File: config.mk
export PLATFORM = sky130hd
export DESIGN_NAME = pending_request_timeout_table_flat
export DESIGN_NICKNAME = d
export VERILOG_FILES = /design/src/rtl/core/prtt_pkg.sv /design/src/rtl/core/prtt_if.sv /design/src/rtl/core/pending_request_timeout_table.sv /design/src/rtl/core/prtt_cell.sv /design/src/flat_wrapper.sv
export SDC_FILE = /design/constraint.sdc
export NUM_CORES = 2
export LEC_CHECK = 0
export ABC_AREA = 0
export BUFFER_PORTS_ARGS = -buffer_cell sky130_fd_sc_hd__buf_2
export CORE_ASPECT_RATIO = 0.5
export CORE_MARGIN = 2
export CORE_UTILIZATION = 57
export DETAILED_ROUTE_END_ITERATION = 16
export PLACE_DENSITY = 0.73
export SLEW_MARGIN = 20
export SYNTH_ARGS = -nofsm -noshare
export SYNTH_HDL_FRONTEND = slang
export SYNTH_HIERARCHICAL = 1
export SYNTH_SLANG_ARGS = --single-unit
File: constraint.sdc
create_clock -name i_clk -period 15.9 [get_ports i_clk]
set_input_delay 3.975 -clock i_clk [delete_from_list [all_inputs] [get_ports i_clk]]
set_output_delay 3.975 -clock i_clk [all_outputs]
set_load 0.01 [all_outputs]
File: src/rtl/core/prtt_pkg.sv
// ----------------------------------------------------------------------------
// Pending request timeout table: package
// Depth, field widths, operation and status codes, entry and control types.
// ----------------------------------------------------------------------------
package prtt_pkg;

    localparam int TABLE_DEPTH = 32;
    localparam int TD_W        = $clog2(TABLE_DEPTH);

    localparam int KIND_W   = 2;
    localparam int ID_W     = 32;
    localparam int HDL_W    = 32;
    localparam int TICKS_W  = 16;
    localparam int STATUS_W = 3;

    typedef enum logic [KIND_W-1:0] {
        K_INSERT   = 2'd0,
        K_RESPONSE = 2'd1,
        K_TICK     = 2'd2,
        K_FLUSH    = 2'd3
    } t_kind;

    typedef enum logic [STATUS_W-1:0] {
        ST_INSERTED = 3'd0,
        ST_REPLACED = 3'd1,
        ST_DROPPED  = 3'd2,
        ST_MATCHED  = 3'd3,
        ST_UNKNOWN  = 3'd4,
        ST_TIMEOUT  = 3'd5,
        ST_LOST     = 3'd6,
        ST_DONE     = 3'd7
    } t_status;

    typedef struct packed {
        logic               valid;
        logic [ID_W-1:0]    id;
        logic [HDL_W-1:0]   handle;
        logic [TICKS_W-1:0] count;
    } t_entry;

    typedef struct packed {
        logic            cmp;
        logic            shift;
        logic [ID_W-1:0] key;
        t_entry          wdata;
    } t_cell_ctl;

    typedef struct packed {
        t_status          status;
        logic [ID_W-1:0]  id;
        logic [HDL_W-1:0] handle;
        logic             last;
    } t_result;

endpackage

File: src/rtl/core/prtt_if.sv
// ----------------------------------------------------------------------------
// Pending request timeout table: channel interfaces
// Request and result channels with valid/ready handshake.
// ----------------------------------------------------------------------------
interface prtt_req_if;
    import prtt_pkg::*;

    logic               valid;
    logic               ready;
    logic [KIND_W-1:0]  kind;
    logic [ID_W-1:0]    msg_id;
    logic [HDL_W-1:0]   callback_handle;
    logic [TICKS_W-1:0] timeout_ticks;

    modport source (output valid, kind, msg_id, callback_handle, timeout_ticks, input ready);
    modport sink   (input valid, kind, msg_id, callback_handle, timeout_ticks, output ready);
endinterface

interface prtt_rsp_if;
    import prtt_pkg::*;

    logic                valid;
    logic                ready;
    logic [STATUS_W-1:0] status;
    logic [ID_W-1:0]     out_msg_id;
    logic [HDL_W-1:0]    out_handle;
    logic                last;

    modport source (output valid, status, out_msg_id, out_handle, last, input ready);
    modport sink   (input valid, status, out_msg_id, out_handle, last, output ready);
endinterface

File: src/rtl/core/pending_request_timeout_table.sv
// ----------------------------------------------------------------------------
// Pending request timeout table
// Tracks outstanding requests by message id in a row of cells, with insert,
// response lookup, timeout aging and flush.
// ----------------------------------------------------------------------------
// Insert and response pass through the accept cycle, in which every cell
// compares its id with the key, and an act step that picks the matching or
// lowest free cell and writes the result register. Tick and flush pass
// through the accept cycle, one setup step, a walk of TABLE_DEPTH steps in
// which the row rotates once through its head cell, one entry per cycle in
// slot order, and a done step for the done result; each reported entry
// also waits for the result register to be free. One request is in work at a
// time; a new request is taken while the last result is still waiting on the
// result channel.
// ----------------------------------------------------------------------------
module pending_request_timeout_table (
    input  logic       i_clk,
    input  logic       i_rst_n,
    prtt_req_if.sink   i_req,
    prtt_rsp_if.source o_rsp
);
    import prtt_pkg::*;

    typedef enum logic [3:0] {
        S_IDLE = 4'b0001,
        S_ACT  = 4'b0010,
        S_WALK = 4'b0100,
        S_DONE = 4'b1000
    } t_state;

    t_state             r_state, n_state;
    t_kind              r_kind;
    logic [ID_W-1:0]    r_key;
    logic [HDL_W-1:0]   r_hdl;
    logic [TICKS_W-1:0] r_ticks;
    logic [TD_W-1:0]    r_cnt, n_cnt;
    logic               r_ov, n_ov;
    t_result            r_out, n_out;

    t_entry             w_entry [TABLE_DEPTH];
    logic [TABLE_DEPTH-1:0] w_hit, w_valid, w_free, w_free_oh, w_wr, w_clr;
    logic               w_any_hit, w_any_free, w_out_free, w_acc;
    logic               w_need_emit, w_step;
    logic [HDL_W-1:0]   w_hit_handle;
    t_entry             w_wrap;
    t_cell_ctl          w_ctl;

    assign w_acc        = i_req.valid && i_req.ready;
    assign i_req.ready  = (r_state == S_IDLE);
    assign w_out_free   = !r_ov || o_rsp.ready;

    always_comb begin
        w_hit_handle = '0;
        for (int i = 0; i < TABLE_DEPTH; i++) begin
            w_valid[i]   = w_entry[i].valid;
            w_hit_handle = w_hit_handle | (w_hit[i] ? w_entry[i].handle : '0);
        end
    end

    assign w_any_hit  = |w_hit;
    assign w_free     = ~w_valid;
    assign w_any_free = |w_free;
    assign w_free_oh  = w_free & (~w_free + TABLE_DEPTH'(1));

    // head cell during a walk
    assign w_need_emit = w_entry[0].valid &&
                         ((r_kind == K_FLUSH) || (w_entry[0].count == '0));
    assign w_step      = !w_need_emit || w_out_free;

    always_comb begin
        w_wrap       = w_entry[0];
        w_wrap.valid = w_entry[0].valid && !w_need_emit;
        w_wrap.count = w_entry[0].count - TICKS_W'(1);
    end

    always_comb begin
        w_ctl.cmp   = w_acc;
        w_ctl.key   = i_req.msg_id;
        w_ctl.shift = (r_state == S_WALK) && w_step;
        w_ctl.wdata = '{valid: 1'b1, id: r_key, handle: r_hdl, count: r_ticks};
    end

    always_comb begin
        w_wr  = '0;
        w_clr = '0;
        if ((r_state == S_ACT) && w_out_free) begin
            if (r_kind == K_INSERT) begin
                w_wr = w_any_hit ? w_hit : w_free_oh;
            end else if (r_kind == K_RESPONSE) begin
                w_clr = w_hit;
            end
        end
    end

    for (genvar g = 0; g < TABLE_DEPTH; g++) begin : g_cell
        t_entry w_next;
        if (g == TABLE_DEPTH - 1) begin : g_tail
            assign w_next = w_wrap;
        end else begin : g_mid
            assign w_next = w_entry[g+1];
        end
        prtt_cell u_cell (
            .i_clk   (i_clk),
            .i_rst_n (i_rst_n),
            .i_ctl   (w_ctl),
            .i_wr    (w_wr[g]),
            .i_clr   (w_clr[g]),
            .i_next  (w_next),
            .o_entry (w_entry[g]),
            .o_hit   (w_hit[g])
        );
    end

    always_comb begin
        n_state = r_state;
        n_cnt   = r_cnt;
        n_out   = r_out;
        n_ov    = r_ov && !o_rsp.ready;
        unique case (r_state)
            S_IDLE: begin
                if (w_acc) begin
                    n_state = S_ACT;
                end
            end
            S_ACT: begin
                if ((r_kind == K_TICK) || (r_kind == K_FLUSH)) begin
                    n_cnt   = '0;
                    n_state = S_WALK;
                end else if (w_out_free) begin
                    n_ov         = 1'b1;
                    n_out.id     = r_key;
                    n_out.handle = '0;
                    n_out.last   = 1'b1;
                    if (r_kind == K_INSERT) begin
                        n_out.status = w_any_hit  ? ST_REPLACED :
                                       w_any_free ? ST_INSERTED : ST_DROPPED;
                    end else begin
                        n_out.status = w_any_hit ? ST_MATCHED : ST_UNKNOWN;
                        n_out.handle = w_any_hit ? w_hit_handle : '0;
                    end
                    n_state = S_IDLE;
                end
            end
            S_WALK: begin
                if (w_step) begin
                    if (w_need_emit) begin
                        n_ov         = 1'b1;
                        n_out.status = (r_kind == K_FLUSH) ? ST_LOST : ST_TIMEOUT;
                        n_out.id     = w_entry[0].id;
                        n_out.handle = w_entry[0].handle;
                        n_out.last   = 1'b0;
                    end
                    n_cnt = r_cnt + TD_W'(1);
                    if (r_cnt == TD_W'(TABLE_DEPTH - 1)) begin
                        n_state = S_DONE;
                    end
                end
            end
            S_DONE: begin
                if (w_out_free) begin
                    n_ov    = 1'b1;
                    n_out   = '{status: ST_DONE, id: '0, handle: '0, last: 1'b1};
                    n_state = S_IDLE;
                end
            end
            default: begin
                n_state = S_IDLE;
            end
        endcase
    end

    always_ff @(posedge i_clk) begin
        if (!i_rst_n) begin
            r_state <= S_IDLE;
            r_ov    <= 1'b0;
            r_cnt   <= '0;
        end else begin
            r_state <= n_state;
            r_ov    <= n_ov;
            r_cnt   <= n_cnt;
        end
    end

    always_ff @(posedge i_clk) begin
        r_out <= n_out;
        if (w_acc) begin
            r_kind  <= t_kind'(i_req.kind);
            r_key   <= i_req.msg_id;
            r_hdl   <= i_req.callback_handle;
            r_ticks <= i_req.timeout_ticks;
        end
    end

    assign o_rsp.valid      = r_ov;
    assign o_rsp.status     = r_out.status;
    assign o_rsp.out_msg_id = r_out.id;
    assign o_rsp.out_handle = r_out.handle;
    assign o_rsp.last       = r_out.last;

endmodule

File: src/rtl/core/prtt_cell.sv
// ----------------------------------------------------------------------------
// Pending request timeout table: table cell
// Holds one entry, compares it against the lookup key and takes the entry
// of its neighbor when the row rotates.
// ----------------------------------------------------------------------------
module prtt_cell (
    input  logic                i_clk,
    input  logic                i_rst_n,
    input  prtt_pkg::t_cell_ctl i_ctl,
    input  logic                i_wr,
    input  logic                i_clr,
    input  prtt_pkg::t_entry    i_next,
    output prtt_pkg::t_entry    o_entry,
    output logic                o_hit
);
    import prtt_pkg::*;

    logic               r_valid;
    logic               r_hit;
    logic [ID_W-1:0]    r_id;
    logic [HDL_W-1:0]   r_handle;
    logic [TICKS_W-1:0] r_count;

    always_ff @(posedge i_clk) begin
        if (!i_rst_n) begin
            r_valid <= 1'b0;
            r_hit   <= 1'b0;
        end else begin
            if (i_ctl.shift) begin
                r_valid <= i_next.valid;
            end else if (i_wr) begin
                r_valid <= 1'b1;
            end else if (i_clr) begin
                r_valid <= 1'b0;
            end
            if (i_ctl.cmp) begin
                r_hit <= r_valid && (r_id == i_ctl.key);
            end
        end
    end

    always_ff @(posedge i_clk) begin
        if (i_ctl.shift) begin
            r_id     <= i_next.id;
            r_handle <= i_next.handle;
            r_count  <= i_next.count;
        end else if (i_wr) begin
            r_id     <= i_ctl.wdata.id;
            r_handle <= i_ctl.wdata.handle;
            r_count  <= i_ctl.wdata.count;
        end
    end

    assign o_entry = '{valid: r_valid, id: r_id, handle: r_handle, count: r_count};
    assign o_hit   = r_hit;

endmodule

File: src/flat_wrapper.sv
// flat-port wrapper written by rule: the top's interface ports become plain ports
module pending_request_timeout_table_flat import prtt_pkg::*;
  (i_clk, i_rst_n, i_req_valid, i_req_kind, i_req_msg_id, i_req_callback_handle, i_req_timeout_ticks, i_req_ready, o_rsp_valid, o_rsp_status, o_rsp_out_msg_id, o_rsp_out_handle, o_rsp_last, o_rsp_ready);
  prtt_req_if i_req_i ();
  prtt_rsp_if o_rsp_i ();
  input  logic i_clk;
  input  logic i_rst_n;
  input wire logic [$bits(i_req_i.valid)-1:0] i_req_valid;
  input wire logic [$bits(i_req_i.kind)-1:0] i_req_kind;
  input wire logic [$bits(i_req_i.msg_id)-1:0] i_req_msg_id;
  input wire logic [$bits(i_req_i.callback_handle)-1:0] i_req_callback_handle;
  input wire logic [$bits(i_req_i.timeout_ticks)-1:0] i_req_timeout_ticks;
  output wire logic [$bits(i_req_i.ready)-1:0] i_req_ready;
  output wire logic [$bits(o_rsp_i.valid)-1:0] o_rsp_valid;
  output wire logic [$bits(o_rsp_i.status)-1:0] o_rsp_status;
  output wire logic [$bits(o_rsp_i.out_msg_id)-1:0] o_rsp_out_msg_id;
  output wire logic [$bits(o_rsp_i.out_handle)-1:0] o_rsp_out_handle;
  output wire logic [$bits(o_rsp_i.last)-1:0] o_rsp_last;
  input wire logic [$bits(o_rsp_i.ready)-1:0] o_rsp_ready;
  assign i_req_i.valid = i_req_valid;
  assign i_req_i.kind = i_req_kind;
  assign i_req_i.msg_id = i_req_msg_id;
  assign i_req_i.callback_handle = i_req_callback_handle;
  assign i_req_i.timeout_ticks = i_req_timeout_ticks;
  assign i_req_ready = i_req_i.ready;
  assign o_rsp_valid = o_rsp_i.valid;
  assign o_rsp_status = o_rsp_i.status;
  assign o_rsp_out_msg_id = o_rsp_i.out_msg_id;
  assign o_rsp_out_handle = o_rsp_i.out_handle;
  assign o_rsp_last = o_rsp_i.last;
  assign o_rsp_i.ready = o_rsp_ready;
  pending_request_timeout_table u_core (.i_clk(i_clk), .i_rst_n(i_rst_n), .i_req(i_req_i), .o_rsp(o_rsp_i));
endmodule
==> results.ini <==
[outcome]
status=finished clean

[power_and_ir_drop]
power.density_cell_area_mw_per_mm2=102.0
power_switching_mw=3.204
combinationalPowerShare=0.054
total_power_mw=14.87
power.internal_mw=11.67
power_leakage_nw=44.51
power.switching_fraction=0.2155
p_clk_frac=0.397
power.sequential.fraction=0.550
peakVddDrop_mv=0.09219

[timing]
fin_crit_ns=8.275
fmax_ghz=0.1208
timing.setup.tns_ns=0
part_of_the_cycle_the_worst_path_needs=0.5205
grt_setup_unrepaired=no
report.final.slew_viol_count=0
fin_skew_ns=0.06001
setup_viol=0
finalHoldWorstSlack_ns=0.4663
tightestPinTransition_ns=1.335
final_hold_viol_count=0
layout_setup_ws_ns=7.625
timing.max_slew.rel_slack=0.1102

[setup_path]
path_common_cell=buf_4
timing.critical_path.arrival_ns=8.77
required_time_at_the_endpoint_of_the_critical_path_ns=16.40
setup.reg_to_reg.worst_slack_ns=9.47
worstPathBufferInverterCount=5
crit_start=o_rsp_ready
critical_path.max_fanout=70
cp_top_family=buffers and inverters
crit_type=primary input to flop
crit_path_cell_trace=buf_2 -> nand2b_1 -> o21ai_0 -> o21ai_4 -> buf_4 -> buf_4 -> or2_4 -> buf_4 -> buf_4
worst_path_max_delay_cell=buf_4
rr_startpoint=u_core/g_cell[0].u_cell/r_count[0]
cp-start-kind=primary input
end_kind=flop
worstReg2RegEnd=u_core/g_cell[17].u_cell/r_handle[22]
crit_end=u_core/g_cell[17].u_cell/r_handle[22]
ff2ff_path_depth=10
critical_path_depth=9
max_stage_delay_ns=0.93

[cts]
clock_latency_ns=0.92
cts.root.buffer_cell=clkbuf_16
number_of_buffers_added_by_the_clock_tree_synthesis_step=245
max-clock-path-buffers=4
postCtsSetupRepairBufs=0
cts_resized=0
cts_hold_repair.buffers=0
clock_tree_from_tritoncts=done
maximum_level_of_the_cts_h_tree=4
clkTransAtPathRegs_ns=0.07
clock_sink_count=2784

[die]
starting_density_of_the_core=0.5761
ios=156
floorplan.die.width_um=690.8
die_y_um=347.4
floorplan.die_area_sq_mm=0.2400
rows=125
core_area_sq_mm=0.2333

[synth]
synth_area_per_cell_sq_um=15.85
synth_area_sq_mm=0.1344
yosysWarningCount=6
syn_nets=8568
netlist_instances=8479

[global_route]
total_routing_usage_reported_by_global_routing=0.3214
global_route.overflow_total=0
antenna_found_initial=26
grt_first_pass_wirelength_mm=562.5
grt_start_max_net_pins=199
grt_pass1_vias=77611

[placed_design]
gpl.final_weighted_congestion=0.8727
detailedPlace.worstSlack_ns=6.722
place.port_buffers=155
detailedPlacementHpwl_mm=218.1

[detailed_routing]
totalWireLength_mm=395.7
drt_first_iter_violations=11866
num_vias=80231
remaining_routing_drc_violations=0
drt-vias-per-instance=6.736
wl_per_cell_um=33.22
drtPass1Iterations=6
antenna_left=0

[cells_and_area]
final_layout_size_suffix_gt1_frac=0.3845
flow.area_growth_from_synthesis_pct=8.483
final_net_count=8700

[run]
cap_violations=0

[min_path]
hold_class=flop to flop

## placed cells by master, fill, tap and decap left out, types with 7 or more instances in the layout
master        n
a21oi_1      13
a221oi_1     32
a22o_1       64
a22oi_1     448
a31oi_1       9
and2_1       34
buf_12        7
buf_2       154
buf_4       181
buf_8        12
bufinv_16    18
clkbuf_1     51
clkbuf_16   247
clkinv_1     50
clkinv_2     43
dfxtp_1      42
dfxtp_2      14
dfxtp_4      18
diode_2       9
edfxtp_1   2710
inv_1        46
mux2_2     2560
nand2_1     107
nand3_1      73
nand3b_1     34
nand4_1     361
nor2_1       45
nor2b_1      36
nor3_1       46
nor4_1       83
nor4_2       17
nor4_4        9
o21ai_0      36
o221a_2      32
or2_4        32
xnor2_1     936
xor2_1      102
## area by class of cell
class,instances,area [sq um]
tap,3111,3892
multi-input combinational,5174,48740
sequential,2784,82940
timing repair buffer,360,2566
clock inverter,123,1044
fill,17190,87520
clock buffer,304,6455
antenna,9,22.52
inverter,46,172.7
## tightest hold or removal path, cell delays in order, from the launching register on
cell	delay [ns]
dfxtp_1	0.32
nand2_1	0.05
o21ai_0	0.06
## per-layer routing
layer  up-vias  global-route usage  wire length (um)
li1      33623                   -                 -
met2      4629              0.4816            173500
met3       891             0.07259             44700
met1     41076              0.4629            160700
met5         -                   0                79
met4        12              0.1155             16650
## sequential cells by signal (all words and copies together), names as in the netlist
register                       count
u_core/o_rsp.status                3
u_core/r_key                      32
u_core/g_cell.u_cell/r_handle   1024
u_core/g_cell.u_cell/o_hit        32
u_core/o_rsp.last                  1
u_core/r_kind                      2
u_core/r_state                     4
u_core/o_rsp.valid                 1
u_core/g_cell.u_cell/r_id       1024
u_core/o_rsp.out_handle           32
u_core/o_rsp.out_msg_id           32
u_core/g_cell.u_cell/r_valid      32
u_core/r_cnt                       5
u_core/r_ticks                    16
u_core/r_hdl                      32
u_core/g_cell.u_cell/r_count     512
## worst min-delay path by stage
| stage | to | slack [ns] | depth (start not counted) | startpoint |
|---|---|---|---|---|
| finish | u_core/r_cnt[4] | 0.47 | 2 | u_core/r_cnt[4] |
| global route | u_core/r_cnt[4] | 0.51 | 2 | u_core/r_cnt[4] |
| CTS | u_core/r_cnt[4] | 0.47 | 2 | u_core/r_cnt[4] |
| detailed placement | u_core/r_cnt[4] | 0.46 | 2 | u_core/r_cnt[4] |
| global placement | u_core/r_cnt[4] | 0.45 | 2 | u_core/r_cnt[4] |
| floorplan | u_core/r_cnt[4] | 0.44 | 2 | u_core/r_cnt[4] |
## power groups by stage
stage          logic [mW]  registers, mW  clock network [mW]
2_1_floorplan       0.510           8.33                   0
3_3_place_gp        0.737           8.35                   0
3_5_place_dp        0.764           8.35                   0
4_1_cts             0.771           8.19                5.96
5_1_grt             0.852           8.18                6.24
6_report            0.796           8.17                5.90
## metrics by stage
step           utilization  instance area, sq um  instances
6_report            0.6250                145800      11911
5_1_grt             0.6249                145800      11904
4_1_cts             0.6235                145500      11887
3_5_place_dp        0.5914                138000      11460
3_3_place_gp        0.5913                138000      11459
2_1_floorplan            -                134400       8479
No activity file was read; power rests on OpenSTA's default activity.
